[src/rtl/core/mma_ram.sv]
`timescale 1ns / 1ps

// Simple dual-port RAM: one write port, one read port with registered data.
module mma_ram #(
    parameter int WIDTH = 32,
    parameter int DEPTH = 64,
    parameter int AW    = (DEPTH > 1) ? $clog2(DEPTH) : 1
)(
    input  logic             clk,
    input  logic             we,
    input  logic [AW-1:0]    waddr,
    input  logic [WIDTH-1:0] wdata,
    input  logic             re,
    input  logic [AW-1:0]    raddr,
    output logic [WIDTH-1:0] rdata
);

    logic [WIDTH-1:0] ram_reg [DEPTH];
    logic [WIDTH-1:0] rdata_reg;

    always_ff @(posedge clk)
    begin
        if (we)
        begin
            ram_reg[waddr] <= wdata;
        end
        if (re)
        begin
            rdata_reg <= ram_reg[raddr];
        end
    end

    assign rdata = rdata_reg;

endmodule

[config.mk]
export PLATFORM = sky130hd
export DESIGN_NAME = mma_ram
export DESIGN_NICKNAME = d
export VERILOG_FILES = /design/src/rtl/core/mma_ram.sv
export SDC_FILE = /design/constraint.sdc
export NUM_CORES = 2
export LEC_CHECK = 0
export BUFFER_PORTS_ARGS = -buffer_cell sky130_fd_sc_hd__buf_2
export CAP_MARGIN = 30
export CORE_MARGIN = 2
export CORE_UTILIZATION = 35
export CTS_BUF_LIST = sky130_fd_sc_hd__clkbuf_4
export CTS_CLUSTER_SIZE = 20
export DETAILED_ROUTE_END_ITERATION = 16
export HOLD_SLACK_MARGIN = 0.1
export PLACE_DENSITY = 0.46
export RECOVER_POWER = 50
export SYNTH_ARGS = -nofsm -noshare
export SYNTH_HDL_FRONTEND = slang
export SYNTH_SLANG_ARGS = --single-unit
[constraint.sdc]
create_clock -name clk -period 11.9 [get_ports clk]
set_input_delay 2.38 -clock clk [delete_from_list [all_inputs] [get_ports clk]]
set_output_delay 2.38 -clock clk [all_outputs]
set_load 0.03 [all_outputs]
==> results by group <==
Floorplanning
  • Die H: around 480 um
  • Cell row count: about 170
  • Die width: between 400 and 500 um
  • Core ar.: approximately 220000 um2
  • Full die area: about 230000 um2
  • Initial Util: about a third
  • IO Pins: a little under 80

Clocking
  • H-tree depth: 6
  • Clock latency on the worst-skew pair: roughly 1400 ps
  • Hold Buf Count CTS: 0
  • Clk pin slew, worst setup/hold paths: approximately 60 ps
  • Postcts setup bufs: 0
  • Clk Tree Root Cell: clkbuf_4
  • Clock Sinks: around 2.1k
  • Clock buffer count from CTS: approximately 580
  • Clk buf depth: 4
  • Post-CTS sizing: 0
  • CTS tree: done

Detailed routing
  • Via density per instance: roughly 5.3
  • Post-DR wirelength/cell: about 31 um
  • Final ANT Viol Nets: 0
  • Router iterations before antenna repair: 5
  • 1st-iter DRT viols: 3916
  • Via count: ~40k
  • DRC viols: 0
  • Final WL: between 200000 and 250000 um

Timing
  • Min Tclk post-route: about 5100 ps
  • Worst slew pin tran: about 4000 ps
  • # setup viols final: 0
  • Final hold viol count: 0
  • RSZ-0062 raised after global routing: false
  • Final Max Slew Viols: approximately 1.8k
  • Setup TNS: 0 ps
  • Slew margin rel.: -169%
  • Clock Skews: approximately 73 ps
  • Final period util: roughly 43%
  • Max Fclk: around 190 MHz

Pwr
  • Combinational Power Share: under 10%
  • Switching Share: 22.6%
  • Clock share of power: between 40 and 50%
  • Total chip power: ~15000 uW
  • P_leak: 0.0285 uW
  • Total power per unit cell area: 168 nW/um2
  • Maximum VDD drop: 0.118 mV
  • Seq pwr share: around 54%
  • Net Switching: 3430 uW
  • Internal cell power: ~12000 uW

Job
  • Max-cap viol count: 31

Final layout
  • Fin cells: ~7.3k
  • Nets: between 3k and 4k
  • P&R area growth vs syn: 14.8%
  • Number of flip-flops in the largest register: 2048
  • Layout cells sized above 1: between 30% and 40%

Critical path
  • R2R depth: 4
  • CP endpoint kind: flip-flop
  • CP max FO: 86
  • CP required: 12930 ps
  • Critical Path Source Type: primary input
  • Critical path type: in2reg
  • Worst Path Arrival: between 6000 and 7000 ps

Synth
  • Mux contribution to synthesized area: 16.7%
  • Avg Inst Size Synth: 23.7 um2
  • Yosys warns: 0
  • Combinational family with the most area after synthesis: multiplexers
  • Post-synth top area cell: edfxtp_1
  • Synth Area in XOR/XNOR: 0%
  • Compound-cell area share of the yosys netlist: ~1.7%
  • Adder-Cell Fraction of Synth Area: 0%
  • Seq/Total Area, Yosys: 79.2%
  • Synth top area cells: edfxtp_1 (79%), mux4_2 (16%), mux2i_1 (1.2%), o22ai_1 (0.67%), nor2_1 (0.65%)
  • Main synth FF type: edfxtp_1
  • Post-Syn Instances: roughly 3.3k
  • Synth Area in Simple Gates: around 1.3%
  • Synth Register Bits: roughly 2.1k
  • Number of synthesized flops with an enable pin: 2080
  • Top cell type's share of synthesized area: between 70% and 80%
  • Count leader, synth: edfxtp_1
  • Yosys cell types: 33
  • Synth top cells by count: edfxtp_1 (2080), mux4_2 (544), nor2_1 (137)
  • Post-Syn Nets: about 3.4k
  • Ys async rst share: 0%
  • Post-Syn Area: between 70000 and 80000 um2

Placed design
  • GP Congestion: roughly 0.74
  • I/O Buffers: between 70 and 80
  • Placed Cells incl. Taps: ~6.3k
  • Hpwl dp: approximately 120000 um

Outcome
  • Status: complete, but fails checks
  • Failing checks: max-capacitance violations, max-slew violations

Global routing
  • Vias in the first global route: 40.4k
  • GRT Overall Usage: approximately a fifth
  • Initial antenna violation count: 21
  • Pin count of the biggest net entering global routing: about 110
  • First-pass GRT wire length: between 300000 and 400000 um
  • Total gr overflow: 0

Worst hold path
  • Hold path depth: 4
  • Hold Crit Class: reg2reg
-- power groups by stage --
| stage | clock network [uW] | registers [uW] | logic, uW |
|---|---|---|---|
| floorplan | 0 | 8320 | 395 |
| global placement | 0 | 8320 | 763 |
| detailed placement | 0 | 8320 | 775 |
| CTS | 6490 | 8160 | 776 |
| global route | 6870 | 8170 | 795 |
| finish | 6280 | 8170 | 744 |
-- critical path, cell delays in order --
cell	delay (ps)
buf_8	480
buf_12	530
buf_12	630
mux4_2	600
mux4_2	500
o22ai_1	670
nor2_1	110
-- worst paths after layout --
path                   from        to  slack [ps]
max                raddr[0]  rdata[7]        6760
min          ram_reg[13][8]  rdata[8]         840
max reg2reg  ram_reg[35][7]  rdata[7]        9450
min reg2reg  ram_reg[13][8]  rdata[8]         840
-- placed cells by master, fill, tap and decap left out, types with 7 or more instances in the layout --
| cell | Yosys | layout |
|---|---|---|
| a21oi_1 | 62 | 62 |
| clkinv_1 | 0 | 78 |
| nand2_1 | 26 | 25 |
| mux2i_1 | 93 | 93 |
| nor2_1 | 137 | 79 |
| nor2b_1 | 15 | 15 |
| nor2_4 | 0 | 58 |
| inv_2 | 0 | 11 |
| buf_4 | 25 | 93 |
| a311oi_1 | 8 | 8 |
| diode_2 | 0 | 13 |
| mux4_2 | 544 | 544 |
| edfxtp_1 | 2080 | 2080 |
| clkbuf_1 | 74 | 49 |
| o221ai_1 | 27 | 27 |
| buf_2 | 57 | 60 |
| clkbuf_4 | 0 | 849 |
| a22oi_1 | 12 | 12 |
| buf_12 | 0 | 7 |
| o22ai_1 | 84 | 84 |
| clkinv_2 | 0 | 8 |
-- cells by family after synthesis --
logic type             Yosys count
AO/OA/AOI/OAI                  202
buffers and inverters          182
flip-flops                    2080
multiplexers                   637
AND/OR/NAND/NOR                223
-- layout make-up --
type,count,area [um2]
diodes,13,32.5
fillers,19953,134000
clock buffers,849,6370
clock inverters,103,554
repair buffers,213,1380
multi-input cells,1062,15900
well taps,2992,3740
flip-flops and latches,2080,62500
-- layer usage --
metal | track usage (%) | wire length (um)
met5 | 0 | 18
met4 | 5.32 | 4260
met3 | 4.09 | 14500
met2 | 32.2 | 112000
met1 | 27.6 | 99000
-- stage by stage --
stage / setup slack, ps / hold slack, ps / area (um2) / utilization, %
floorplan: 6360 / 750 / 78800 / -
global placement: 5190 / 848 / 83600 / 37.3
detailed placement: 5190 / 837 / 83800 / 37.4
CTS: 6730 / 852 / 90800 / 40.4
global route: 6590 / 922 / 90500 / 40.3
finish: 6760 / 844 / 90500 / 40.3
(Power assumes the default switching activity.)
