$ cat src/rtl/core/mma_pkg.sv
`timescale 1ns / 1ps

package mma_pkg;

    // Field widths of the request and result streams.
    localparam int JOINT_W  = 4;
    localparam int QTY_W    = 2;
    localparam int SAMPLE_W = 32;
    localparam int USER_W   = JOINT_W + QTY_W;
    localparam int WINDOW_W = 6;

    // Defaults for the top-level parameters.
    localparam int JOINTS_DEFAULT     = 16;
    localparam int WINDOW_MAX_DEFAULT = 32;

    localparam logic [WINDOW_W-1:0] WINDOW_LENGTH_RESET = WINDOW_W'(5);

    // Quantity codes carried in tuser.
    localparam logic [QTY_W-1:0] QTY_POSITION = 2'd0;
    localparam logic [QTY_W-1:0] QTY_VELOCITY = 2'd1;
    localparam logic [QTY_W-1:0] QTY_EFFORT   = 2'd2;

    typedef enum logic [2:0] {
        ST_IDLE,
        ST_STATE_RD,
        ST_STATE_LATCH,
        ST_RING_RD,
        ST_UPDATE,
        ST_DIV_START,
        ST_DIVIDE,
        ST_OUTPUT
    } mma_state_t;

    typedef struct packed {
        logic busy;
        logic done;
    } mma_div_status_t;

endpackage

$ cat src/rtl/core/mma_div.sv
`timescale 1ns / 1ps

// Signed by unsigned divider, one restoring step per cycle, quotient
// truncated toward zero and cut to QUOT_W bits.
module mma_div
    import mma_pkg::*;
#(
    parameter int DIVIDEND_W = 37,
    parameter int DIVISOR_W  = 6,
    parameter int QUOT_W     = 32
)(
    input  logic                         clk,
    input  logic                         rst_n,
    input  logic                         start,
    input  logic signed [DIVIDEND_W-1:0] dividend,
    input  logic        [DIVISOR_W-1:0]  divisor,
    output mma_div_status_t              status,
    output logic        [QUOT_W-1:0]     quotient
);

    localparam int CNT_W = $clog2(DIVIDEND_W + 1);

    logic                  busy_reg, busy_next;
    logic                  done_reg, done_next;
    logic [CNT_W-1:0]      cnt_reg, cnt_next;
    logic [DIVIDEND_W-1:0] quot_reg, quot_next;
    logic [DIVISOR_W-1:0]  rem_reg, rem_next;
    logic [DIVISOR_W-1:0]  divisor_reg, divisor_next;
    logic                  neg_reg, neg_next;
    logic [QUOT_W-1:0]     result_reg, result_next;

    logic [DIVISOR_W:0]    rem_shift;
    logic [DIVISOR_W:0]    rem_diff;
    logic                  fits;
    logic [QUOT_W-1:0]     quot_trunc;

    assign rem_shift  = {rem_reg, quot_reg[DIVIDEND_W-1]};
    assign rem_diff   = rem_shift - {1'b0, divisor_reg};
    assign fits       = rem_shift >= {1'b0, divisor_reg};
    assign quot_trunc = quot_reg[QUOT_W-1:0];

    always_comb
    begin
        busy_next    = busy_reg;
        done_next    = 1'b0;
        cnt_next     = cnt_reg;
        quot_next    = quot_reg;
        rem_next     = rem_reg;
        divisor_next = divisor_reg;
        neg_next     = neg_reg;
        result_next  = result_reg;
        if (start)
        begin
            busy_next    = 1'b1;
            cnt_next     = CNT_W'(DIVIDEND_W);
            neg_next     = dividend[DIVIDEND_W-1];
            quot_next    = dividend[DIVIDEND_W-1] ? DIVIDEND_W'(-dividend)
                                                  : DIVIDEND_W'(dividend);
            rem_next     = '0;
            divisor_next = divisor;
        end
        else if (busy_reg)
        begin
            if (cnt_reg != '0)
            begin
                quot_next = {quot_reg[DIVIDEND_W-2:0], fits};
                rem_next  = fits ? rem_diff[DIVISOR_W-1:0] : rem_shift[DIVISOR_W-1:0];
                cnt_next  = cnt_reg - CNT_W'(1);
            end
            else
            begin
                // Magnitude is done; restore the sign of the dividend.
                result_next = neg_reg ? (~quot_trunc + QUOT_W'(1)) : quot_trunc;
                busy_next   = 1'b0;
                done_next   = 1'b1;
            end
        end
    end

    always_ff @(posedge clk or negedge rst_n)
    begin
        if (!rst_n)
        begin
            busy_reg <= 1'b0;
            done_reg <= 1'b0;
            cnt_reg  <= '0;
        end
        else
        begin
            busy_reg <= busy_next;
            done_reg <= done_next;
            cnt_reg  <= cnt_next;
        end
    end

    always_ff @(posedge clk)
    begin
        quot_reg    <= quot_next;
        rem_reg     <= rem_next;
        divisor_reg <= divisor_next;
        neg_reg     <= neg_next;
        result_reg  <= result_next;
    end

    assign status.busy = busy_reg;
    assign status.done = done_reg;
    assign quotient    = result_reg;

endmodule

$ cat config.mk
export PLATFORM = sky130hd
export DESIGN_NAME = mma_div
export DESIGN_NICKNAME = d
export VERILOG_FILES = /design/src/rtl/core/mma_pkg.sv /design/src/rtl/core/mma_div.sv
export SDC_FILE = /design/constraint.sdc
export NUM_CORES = 1
export LEC_CHECK = 0
export ABC_AREA = 1
export BUFFER_PORTS_ARGS = -buffer_cell sky130_fd_sc_hd__buf_2
export CAP_MARGIN = 20
export CORE_MARGIN = 2
export CORE_UTILIZATION = 63
export DETAILED_ROUTE_END_ITERATION = 8
export PLACE_DENSITY = 0.86
export SLEW_MARGIN = 20
export SYNTH_ARGS = -nofsm -noshare
export SYNTH_HDL_FRONTEND = slang
export SYNTH_SLANG_ARGS = --single-unit
$ cat constraint.sdc
create_clock -name clk -period 4.8 [get_ports clk]
set_input_delay 0.72 -clock clk [delete_from_list [all_inputs] [get_ports clk]]
set_output_delay 0.72 -clock clk [all_outputs]
set_load 0.02 [all_outputs]
==> results by group <==
Status
  • Status: finished clean

Route
  • Post-DR wirelength/cell: 14.9 µm
  • Met2 wire len: approximately 6000 µm
  • Detailed-route DRC error count: 0
  • Met3 Wirelength: 1110 µm
  • Final ANT Viol Nets: 0
  • Met1 WL: roughly 5700 µm
  • Via count: between 4k and 5k
  • DR iter-0 viols: between 500 and 600
  • Via/cell ratio: ~5.6
  • Highest metal used: met4
  • DR pass1 iterations: 5
  • WL final: around 13,000 µm

Worst setup path
  • Crit. End Element: flop
  • CP Launch Type: primary input
  • WP data arrival: roughly 2.7 ns
  • CP Data Required Time: around 4.8 ns
  • Crit-path max FO: 48
  • Reg2reg setup slack: 2.53 ns
  • Critical path class: primary input to flop

Cells and area
  • Fraction of layout cells with a size suffix above 1: 18.9%
  • Max reg flops: 37
  • Design Area, Final: around 0.0063 mm²
  • Syn-to-layout area delta: 12.0%
  • Layout Cells excl Fill: ~880
  • Most common cell after layout, fill and taps aside: nand2_1
  • Commonest cells after routing, fill and taps aside: nand2_1, buf_2, edfxtp_1, nand3_1, inv_1
  • Diode count: 0
  • Final net count: 825

Floorplan
  • Die width: 98.8 µm
  • Starting Density: between 60% and 70%
  • Area of the die: 0.00977 mm²
  • Core area: roughly 0.0087 mm²
  • Num rows: 34
  • IO Pins: 80
  • Height of the die: a little under 100 µm

Synthesis
  • Sequential area share after synthesis: 45.9%
  • Cells after Synth: 692
  • Synthesis Warnings: 0
  • Largest cells by area after synthesis: edfxtp_1, nand2_1, nand3_1
  • Syn nets: ~750
  • Synthesized flop and latch total: 90
  • Synth top area share: roughly 40%
  • Syn Std Cell Area: approximately 0.0057 mm²
  • Library cells used by synthesis: 38
  • Largest area contributor in the netlist: edfxtp_1
  • Synth Area per Inst: between 8 and 9 µm²

GRT
  • Initial antenna violation count: 0
  • Pin count of the biggest net entering global routing: a little under 50
  • Grt total ovfl: 0
  • Global Route Usage Sum: 28.0%
  • First-pass GRT wire length: roughly 22,000 µm
  • Vias in the first global route: roughly 4.5k

CTS
  • Clock sinks: 90
  • Root buffer cell: clkbuf_8
  • Post-CTS Resized: 0
  • CTS buffer count: 9
  • Post-CTS setup buffer count: 0
  • H-tree depth: 3
  • Clock Latency Late Sink: between 0.3 and 0.4 ns
  • Post-CTS Hold Fix Bufs: 0
  • CTS max path bufs: 2
  • TritonCTS clock tree: done
  • Clock-pin slew on the worst setup and hold paths: 0.09 ns

STA
  • Hold Fails Final Rpt: 0
  • Endpoints failing setup: 0
  • Fmax: 369 MHz
  • Max-slew violations: 0
  • Final period util: between 50% and 60%
  • Relative slew slack: 29.8%
  • Worst Setup Slack, final: 2.09 ns
  • RSZ-0062 raised after global routing: false
  • Final min period: between 2 and 3 ns
  • Clock skew: about 0.014 ns
  • Final setup TNS: 0 ns
  • Worst Max-Slew Pin Slew: approximately 1.1 ns

Place
  • DP Wirelength: ~10,000 µm
  • Final Wtd Congestion: between 0.9 and 1
  • Placement Setup Slack: about 1.7 ns
  • Total placed cells including tap cells: around 870
  • I/O Buffers: between 70 and 80
  • DP Area: a little over 0.006 mm²

Run
  • Max-Cap Viols: 0

Pwr
  • Pwr dens: 324 mW/mm²
  • Peak supply drop: 0.203 mV
  • Lkg Pwr: between 0.002 and 0.003 µW

Min path
  • Hold Crit Class: primary input to async pin
critical path, cell delays in order:
cell and delay, ns:
buf_2 0.07, buf_4 0.42, inv_2 0.40, nand2_1 0.69
buf_4 0.41
Yosys cell counts, drive strengths merged:
master    n
o22ai     1
nand2   179
a31oi     1
nand3b    1
xnor2    12
nor3b     1
ha       10
xor2     28
nor2     84
dfrtp     8
a21oi    13
clkbuf    8
o31ai     4
nand3    80
inv      79
o21a      2
nand4    18
clkinv    1
o21ai    63
edfxtp   76
nor3      6
dfxtp     6
fa        1
buf       9
or2       1
area by class of cell:
class	instances	area [µm²]
repair buffers	82	418
inverters	80	300
fillers	633	2370
well taps	108	135
multi-input cells	505	2680
clock buffers	10	149
clock inverters	6	61.3
flip-flops and latches	90	2600
logic make-up (layout without fill, tap and decap cells):
group                    count (synthesis)  after routing  synth area share, %
adder cells (fa/ha/maj)                 11             11                 2.56
AO/OA/AOI/OAI                           84             84                 8.26
flip-flops                              90             90                 45.9
buffers and inverters                   97            178                 6.80
XOR/XNOR                                40             40                 6.31
AND/OR/NAND/NOR                        370            370                 30.1
metal layers:
metal  vias to the layer above  global-route usage, %
met5                         -                      0
met4                         0                   10.2
met3                        29                   4.33
met2                       263                   43.1
met1                      2226                   40.5
li1                       2454                      -
worst paths after layout:
path | end | from | cells after the start
worst max-delay path | quot_reg[17] | start | 5
worst min-delay path | cnt_reg[4] | rst_n | 1
worst max register to register | quot_reg[17] | cnt_reg[0] | 6
worst min register to register | quotient[0] | quot_reg[0] | 0
max in group asynchronous | cnt_reg[0] | rst_n | 1
min in group clk | quotient[0] | quot_reg[0] | 0
per-stage QoR:
stage | total power, µW | util [%] | hold WS [ns]
floorplan | 1380 | - | 0.424
finish | 2060 | 72.8 | 0.185
global route | 2160 | 72.8 | 0.189
CTS | 2050 | 72.8 | 0.176
global placement | 1480 | 70.4 | 0.432
detailed placement | 1520 | 70.4 | 0.447
report_power, final:
group / leakage, µW / switching [µW] / total, µW / internal (µW)
Combinational: 0.00181 / 322 / 502 / 181
Clock: 0.000108 / 270 / 542 / 271
Sequential: 0.000905 / 71.8 / 1010 / 942
Total: 0.00282 / 664 / 2060 / 1390
Note: power is estimated with default switching activity, not from simulation.
